**config.mk**
```make
export PLATFORM = sky130hd
export DESIGN_NAME = lats_row_cell
export DESIGN_NICKNAME = d
export VERILOG_FILES = /design/src/rtl/core/lats_pkg.sv /design/src/rtl/core/lats_row_cell.sv
export SDC_FILE = /design/constraint.sdc
export NUM_CORES = 1
export LEC_CHECK = 0
export BUFFER_PORTS_ARGS = -buffer_cell sky130_fd_sc_hd__buf_2
export CAP_MARGIN = 10
export CORE_MARGIN = 4
export CORE_UTILIZATION = 25
export DETAILED_ROUTE_END_ITERATION = 8
export GPL_ROUTABILITY_DRIVEN = 0
export PLACE_DENSITY_LB_ADDON = 0.05
export SLEW_MARGIN = 10
export SYNTH_ARGS = -nofsm -noshare
export SYNTH_HDL_FRONTEND = slang
export SYNTH_SLANG_ARGS = --single-unit
```
**constraint.sdc**
```tcl
create_clock -name clk -period 8.7 [get_ports clk]
set_input_delay 0.87 -clock clk [delete_from_list [all_inputs] [get_ports clk]]
set_output_delay 0.87 -clock clk [all_outputs]
set_load 0.02 [all_outputs]
```
**src/rtl/core/lats_pkg.sv**
```systemverilog
// Shared types, command codes and the cell update rule for the torus life unit.
package lats_pkg;

	localparam int unsigned COL_W = 5;
	localparam int unsigned ROW_W = 4;

	typedef enum logic [1:0] {
		CMD_WRITE = 2'd0,
		CMD_STEP  = 2'd1,
		CMD_READ  = 2'd2
	} cmd_e;

	typedef struct packed {
		cmd_e             command;
		logic [COL_W-1:0] col;
		logic [ROW_W-1:0] row;
		logic             cell_in;
	} cmd_item_t;

	typedef struct packed {
		logic cell_out;
		logic finished;
	} res_item_t;

	// Broadcast to every row cell for the transfer being taken this cycle.
	typedef struct packed {
		logic             wr_en;
		logic             step_en;
		logic [COL_W-1:0] col;
		logic [ROW_W-1:0] row;
		logic             cell_in;
	} row_ctrl_t;

	// Returned by each row cell.
	typedef struct packed {
		logic rd_bit;
		logic live;
		logic changed;
	} row_stat_t;

	localparam logic [3:0] BIRTH_CNT   = 4'd3;
	localparam logic [3:0] SURVIVE_CNT = 4'd2;

	function automatic logic next_state(input logic self, input logic [7:0] nb);
		logic [3:0] cnt;
		cnt = 4'({3'b000, nb[0]}) + 4'({3'b000, nb[1]}) + 4'({3'b000, nb[2]})
			+ 4'({3'b000, nb[3]}) + 4'({3'b000, nb[4]}) + 4'({3'b000, nb[5]})
			+ 4'({3'b000, nb[6]}) + 4'({3'b000, nb[7]});
		return (cnt == BIRTH_CNT) || (self && (cnt == SURVIVE_CNT));
	endfunction

endpackage

```
**src/rtl/core/lats_row_cell.sv**
```systemverilog
// One grid row: its cell registers, the life rule per column, and cell access.
module lats_row_cell import lats_pkg::*; #(
	parameter int unsigned COLS    = 32,
	parameter int unsigned ROW_IDX = 0
) (
	input  logic            clk,
	input  logic            arst_n,
	input  row_ctrl_t       ctrl,
	input  logic [COLS-1:0] up_row,
	input  logic [COLS-1:0] dn_row,
	output logic [COLS-1:0] cells,
	output row_stat_t       stat
);

	logic [COLS-1:0] cells_q;
	logic [COLS-1:0] next_row;
	logic [COLS-1:0] wr_row;
	logic            row_hit;
	logic            rd_bit;
	logic            live_q;
	logic            chg_q;

	assign row_hit = (int'(ctrl.row) == ROW_IDX);

	// neighbour taps wrap at both ends of the row
	for (genvar c = 0; c < COLS; c++) begin : g_col
		localparam int unsigned LF = (c == 0) ? COLS - 1 : c - 1;
		localparam int unsigned RT = (c == COLS - 1) ? 0 : c + 1;
		assign next_row[c] = next_state(cells_q[c], {up_row[LF], up_row[c], up_row[RT],
			cells_q[LF], cells_q[RT], dn_row[LF], dn_row[c], dn_row[RT]});
	end

	// column decode; an off-grid column matches nothing
	always_comb begin
		wr_row = cells_q;
		rd_bit = 1'b0;
		for (int c = 0; c < COLS; c++) begin
			if (int'(ctrl.col) == c) begin
				wr_row[c] = ctrl.cell_in;
				rd_bit    = cells_q[c];
			end
		end
	end

	always_ff @(posedge clk or negedge arst_n) begin
		if (!arst_n) begin
			cells_q <= '0;
			live_q  <= 1'b0;
			chg_q   <= 1'b0;
		end else if (ctrl.step_en) begin
			cells_q <= next_row;
			live_q  <= |next_row;
			chg_q   <= (next_row != cells_q);
		end else if (ctrl.wr_en && row_hit) begin
			cells_q <= wr_row;
		end
	end

	assign cells        = cells_q;
	assign stat.rd_bit  = row_hit & rd_bit;
	assign stat.live    = live_q;
	assign stat.changed = chg_q;

endmodule

```
==> results of run 1 <==
## cell usage after synthesis (all sizes together) (5+ instances only)
cell    count
a211oi      6
o21ai      54
mux2        5
o211ai      7
a311oi      8
nand4      27
and3       16
clkbuf     18
buf         7
nor2b      18
nor3b      11
nor3        5
nand2      78
fa        127
inv       197
and2        5
o21a        5
nand3      10
nor2       66
dfrtp      34
o221ai      5
a31oi      12
a21oi      45
ha         96
mux2i      29
o22ai      11
o21bai      6
## flip-flops by register name, indices dropped and copies added (netlist names)
signal	count
chg_q	1
cells	32
live_q	1
## metal layers
layer / wire [um] / track usage (%) / vias to the layer above
li1: - / - / 3523
met1: 15300 / 24.9 / 3523
met2: 14200 / 27.3 / 157
met3: 1170 / 1.71 / 19
met4: 360 / 2.26 / 4
met5: 27 / 0 / -
## cell families (layout without fill, tap and decap cells)
logic type,count (synthesis),count (layout),synth area share (%)
AOI/OAI and AO/OA,197,197,15.2
adders and majority gates,223,223,43.8
buffers and inverters,222,316,9.87
DFF,34,34,9.94
muxes,35,35,4.31
and+or+nand+nor,270,270,16.9
## cell type report
| class | count | area share (%) |
|---|---|---|
| multi-input cells | 725 | 70.6 |
| flip-flops and latches | 34 | 8.75 |
| inverters | 197 | 7.61 |
| repair buffers | 113 | 5.85 |
| well taps | 448 | 5.77 |
| clock buffers | 6 | 1.43 |
## worst register-to-register path: cells and delay by family, from the launching register on
| kind | cells | cell delay, ns |
|---|---|---|
| DFF | 1 | 0.53 |
| adders and majority gates | 4 | 1.77 |
| AOI/OAI and AO/OA | 4 | 1.22 |
| and+or+nand+nor | 2 | 0.60 |
| buffers and inverters | 3 | 0.31 |
## power groups by stage
stage               combinational (mW)  clock [mW]  sequential [mW]
detailed placement                2.89           0            0.338
global route                      3.26       0.193            0.345
global placement                  2.91           0            0.338
finish                            2.87       0.184            0.332
CTS                               2.91       0.188            0.336
floorplan                         1.90           0            0.348
## worst min-delay path by stage
stage | startpoint | end | slack (ns) | cells past startpoint
final | live_q$_DFFE_PN0P_ | live_q$_DFFE_PN0P_ | 0.61 | 1
after global routing | live_q$_DFFE_PN0P_ | live_q$_DFFE_PN0P_ | 0.65 | 1
after CTS | live_q$_DFFE_PN0P_ | live_q$_DFFE_PN0P_ | 0.61 | 1
after detailed placement | live_q$_DFFE_PN0P_ | live_q$_DFFE_PN0P_ | 0.60 | 1
after global placement | live_q$_DFFE_PN0P_ | live_q$_DFFE_PN0P_ | 0.60 | 1
after floorplan | live_q$_DFFE_PN0P_ | live_q$_DFFE_PN0P_ | 0.48 | 1
==> results.yml, run 1 <==
status:
  status: "complete, no violations"
logic_synthesis:
  postSynthAreaPerCell_sq_um: 8.72
  synthArstFlopShare_pct: 100
  ys_seq_area_share_pct: 9.94
  syn_nets: 1282
  yosys_warnings: 0
  synth_top_area_cell: "fa_1"
  netlist_instances: 981
  synthTopCellsByArea: "fa_1 30%, ha_1 14%, dfrtp_1 9.9%, inv_1 8.5%, nand2_1 3.4%"
  synth-main-ff-cell: "dfrtp_1"
  synth-seq-cells: 34
  synth_edf_count: 0
  synth_area_sq_um: 8560
  ys_types: 78
  netlist.area_leader.share_pct: 29.7
pwr:
  internal-power_mw: 1.43
  power_density_nw_per_um2: 349
  p_clk_share_pct: 5.4
  p_seq_share_pct: 9.8
  p_leak_nw: 4.78
  combinationalPowerShare_pct: 84.8
  irDropWorstVdd_uv: 92.9
  design_power_total_mw: 3.39
  switching_share_pct: 57.8
  p_switching_mw: 1.96
place:
  io_buffers: 112
  post-place-ws_ns: 3.32
  dp.cells: 1517
  placed_area_sq_um: 9580
  hpwl_um: 27100
clock_tree:
  cts_sinks: 34
  cts_root_buffer: "clkbuf_16"
  cts_buffers: 5
  post-cts-setup-buffers: 0
  cts_tree: "yes"
  htree_levels: 2
  cts_resized: 0
  clk_pin_slew_ns: 0.06
  postCtsHoldBufs: 0
  clk-insertion-delay-late_ns: 0.29
  max-clock-path-buffers: 2
routing:
  antenna_left: 0
  drc: 0
  first_iter_violations: 325
  avgViaCountPerCell: 4.74
  finalWirelength_um: 31100
  firstDrtPassIters: 5
  wl_per_cell_um: 20.4
  num_vias: 7226
global_routing:
  grtUsageTotal_pct: 16.8
  antenna_found_initial: 2
  grt_max_degree: 63
  grt-ovfl-total: 0
  grt_pass1_wl_um: 47100
  grt_pass1_vias: 7439
job:
  drv_cap: 0
floorplan:
  rows: 67
  chipHeight_um: 193
  start_util_pct: 25.5
  die_w_um: 193
  boundaryPins: 113
  dieArea_sq_um: 37200
  core_sq_um: 33600
worst_setup_path:
  startpoint: "up_row[22]"
  reg2reg_from: "cells[2]$_DFFE_PN0P_"
  cp-endpoint: "live_q$_DFFE_PN0P_"
  slowest_delay_ns: 0.60
  worstPathRequired_ns: 8.87
  r2r_end: "chg_q$_DFFE_PN0P_"
  critPathCaptureType: "flop"
  cp_top_family: "adder cells"
  r2r_slack_ns: 4.16
  crit_path_start_kind: "input pin"
  crit_buf_inv: 3
  worstPathArrival_ns: 5.29
  crit_slowest_cell: "or4_1"
  worstSetupPathType: "input pin to flop"
  cpMostUsedCell: "fa_1"
  cp_max_fo: 3
  critical_path.cell_chain: "buf_2 -> fa_1 -> inv_1 -> fa_1 -> fa_1 -> inv_1 -> ha_1 -> fa_1 -> nor2b_4 -> a31oi_1 -> nor2_1 -> or4_1 -> nor4_1 -> nand4_1 -> o32a_1"
  rr_worst_depth: 13
  cp.depth: 15
sta:
  worst_slack_ns: 3.58
  fin_skew_ns: 0.00764
  whs_ns: 0.610
  tightestPinTransition_ns: 0.984
  fin_tns_setup_ns: 0
  final.period_utilization_pct: 58.9
  hold_viol: 0
  finalSetupViolations: 0
  fmax_mhz: 195
  slew_viol_final: 0
  period_needed_ns: 5.12
  slew_headroom_pct: 34.4
  rsz0062_at_grt: "false"
finish:
  final_common_cell: "inv_1"
  drive_gt1_share_pct: 13.4
  register_area_sq_um: 851
  design_area_sq_um: 9720
  final_cell_mix: "193 x inv_1, 127 x fa_1, 112 x buf_2"
  syn2layout_area_growth_pct: 13.6
  finish.utilization_pct: 28.9
  fin_cells: 1523
  nets: 1377
  multiInputGateArea_sq_um: 6860
  diodes: 0
  fillers: 3677
min_path:
  hold_path_class: "flop to flop"
Power figures use the tool's default switching activity.
==> run 2, diff against run 1 <==
clock period = 5.1 ns   (was 8.7 ns; I/O delays follow)
==> run 2 against run 1 <==
  * Clock power up 84%
  * Sequential power is 64% higher
  * Count of clock-buffer cells in the layout up 1
  * First-iteration DRC count grew 4.9%
  * Core utilization is 0.16 points higher
  * Setup slack got worse by 3.3 ns
  * Cell area up 0.55%
  * Clock skew hardly changed
==> results.yml, run 2 (same netlist as run 1, synthesis figures left out) <==
status:
  status: "complete, no violations"
pwr:
  p_leak_nw: 4.81
  irDropWorstVdd_uv: 150
  power_density_nw_per_um2: 600
sta:
  finalSetupViolations: 0
  rsz0062_at_grt: "false"
  slew_headroom_pct: 32.5
  fin_skew_ns: 0.00723
  hold_viol: 0
  tightestPinTransition_ns: 1.01
  period_needed_ns: 4.78
  fin_tns_setup_ns: 0
  slew_viol_final: 0
  fmax_mhz: 209
  final.period_utilization_pct: 93.8
worst_setup_path:
  critPathCaptureType: "flop"
  r2r_end: "chg_q$_DFFE_PN0P_"
  worstPathArrival_ns: 4.97
  reg2reg_from: "cells[22]$_DFFE_PN0P_"
  crit_path_start_kind: "input pin"
  worstSetupPathType: "input pin to flop"
  rr_worst_depth: 12
  r2r_slack_ns: 0.55
  cp_max_fo: 3
  worstPathRequired_ns: 5.28
clock_tree:
  post-cts-setup-buffers: 0
  cts_buffers: 5
  cts_resized: 0
  cts_sinks: 34
  htree_levels: 2
  cts_tree: "yes"
  clk_pin_slew_ns: 0.06
  clk-insertion-delay-late_ns: 0.30
  postCtsHoldBufs: 0
  max-clock-path-buffers: 2
  cts_root_buffer: "clkbuf_16"
routing:
  antenna_left: 0
  wl_per_cell_um: 20.4
  avgViaCountPerCell: 4.76
  firstDrtPassIters: 8
  first_iter_violations: 341
  num_vias: 7286
  finalWirelength_um: 31300
  drc: 0
floorplan:
  rows: 67
  die_w_um: 193
  chipHeight_um: 193
  boundaryPins: 113
  start_util_pct: 25.5
  dieArea_sq_um: 37200
  core_sq_um: 33600
finish:
  multiInputGateArea_sq_um: 6860
  diodes: 0
  final_common_cell: "inv_1"
  nets: 1383
  register_area_sq_um: 851
  drive_gt1_share_pct: 13.9
  syn2layout_area_growth_pct: 14.2
  largest_reg_flops: 32
  finish.utilization_pct: 29.1
  final_cell_mix: "193 x inv_1, 127 x fa_1, 112 x buf_2"
  fillers: 3708
global_routing:
  grtUsageTotal_pct: 16.9
  grt_max_degree: 63
  grt-ovfl-total: 0
  grt_pass1_wl_um: 47200
  grt_pass1_vias: 7403
  antenna_found_initial: 3
place:
  io_buffers: 112
  hpwl_um: 27200
job:
  drv_cap: 0
min_path:
  hold_path_class: "input pin to async pin"
-- run 2: cell types whose count changed in the layout (fill, tap and decap cells not counted), sizes merged --
| cell | delta |
|---|---|
| clkinv | +1 |
| clkbuf | +1 |
| buf | +6 |
-- run 2: report_power, final --
group / leakage, nW / switching [mW] / internal, mW
Sequential: 0.428 / 0.180 / 0.366
Clock: 0.0739 / 0.144 / 0.195
Combinational: 4.31 / 3.06 / 1.93
Total: 4.81 / 3.38 / 2.49
-- run 2: worst max path at each step --
stage | from | cells after the start | to
2_1_floorplan | up_row[7] | 14 | chg_q$_DFFE_PN0P_
3_3_place_gp | up_row[22] | 14 | chg_q$_DFFE_PN0P_
3_5_place_dp | up_row[2] | 15 | chg_q$_DFFE_PN0P_
4_1_cts | up_row[2] | 15 | chg_q$_DFFE_PN0P_
5_1_grt | up_row[22] | 15 | live_q$_DFFE_PN0P_
6_report | up_row[22] | 14 | chg_q$_DFFE_PN0P_
-- run 2: layout make-up --
type                       count  area share, %
clock buffer                   7           1.46
clock inverter                 1         0.0512
inverter                     197           7.57
sequential                    34           8.71
multi-input combinational    725           70.2
timing repair buffer         119           6.27
tap                          448           5.74
-- run 2: critical path, stage by stage --
cell	delay [ns]
buf_2	0.14
fa_1	0.54
inv_1	0.05
fa_1	0.44
fa_1	0.49
inv_1	0.04
ha_1	0.20
fa_1	0.54
nand4_1	0.29
and3_2	0.36
or4_1	0.45
nor4_1	0.39
nand4_1	0.16
o32a_1	0.38
-- run 2: routing by layer --
layer	track usage (%)	part of all wire [%]	vias up
met5	0	0.14	-
met4	4.68	2.8	6
met3	2.21	3.9	43
met2	26.0	44	165
met1	25.0	50	3538
li1	-	-	3534
-- run 2: per-stage QoR --
stage | setup WS [ns] | hold slack (ns) | std cells | area [sq um] | power (mW)
after global routing | 0.127 | 0.453 | 1531 | 9770 | 6.56
final | 0.315 | 0.386 | 1531 | 9770 | 5.87
after CTS | 0.321 | 0.408 | 1531 | 9770 | 5.93
after floorplan | 0.773 | 0.214 | 981 | 8560 | 3.83
after detailed placement | 0.00748 | 0.594 | 1523 | 9620 | 5.55
after global placement | 0.131 | 0.597 | 1523 | 9620 | 5.60
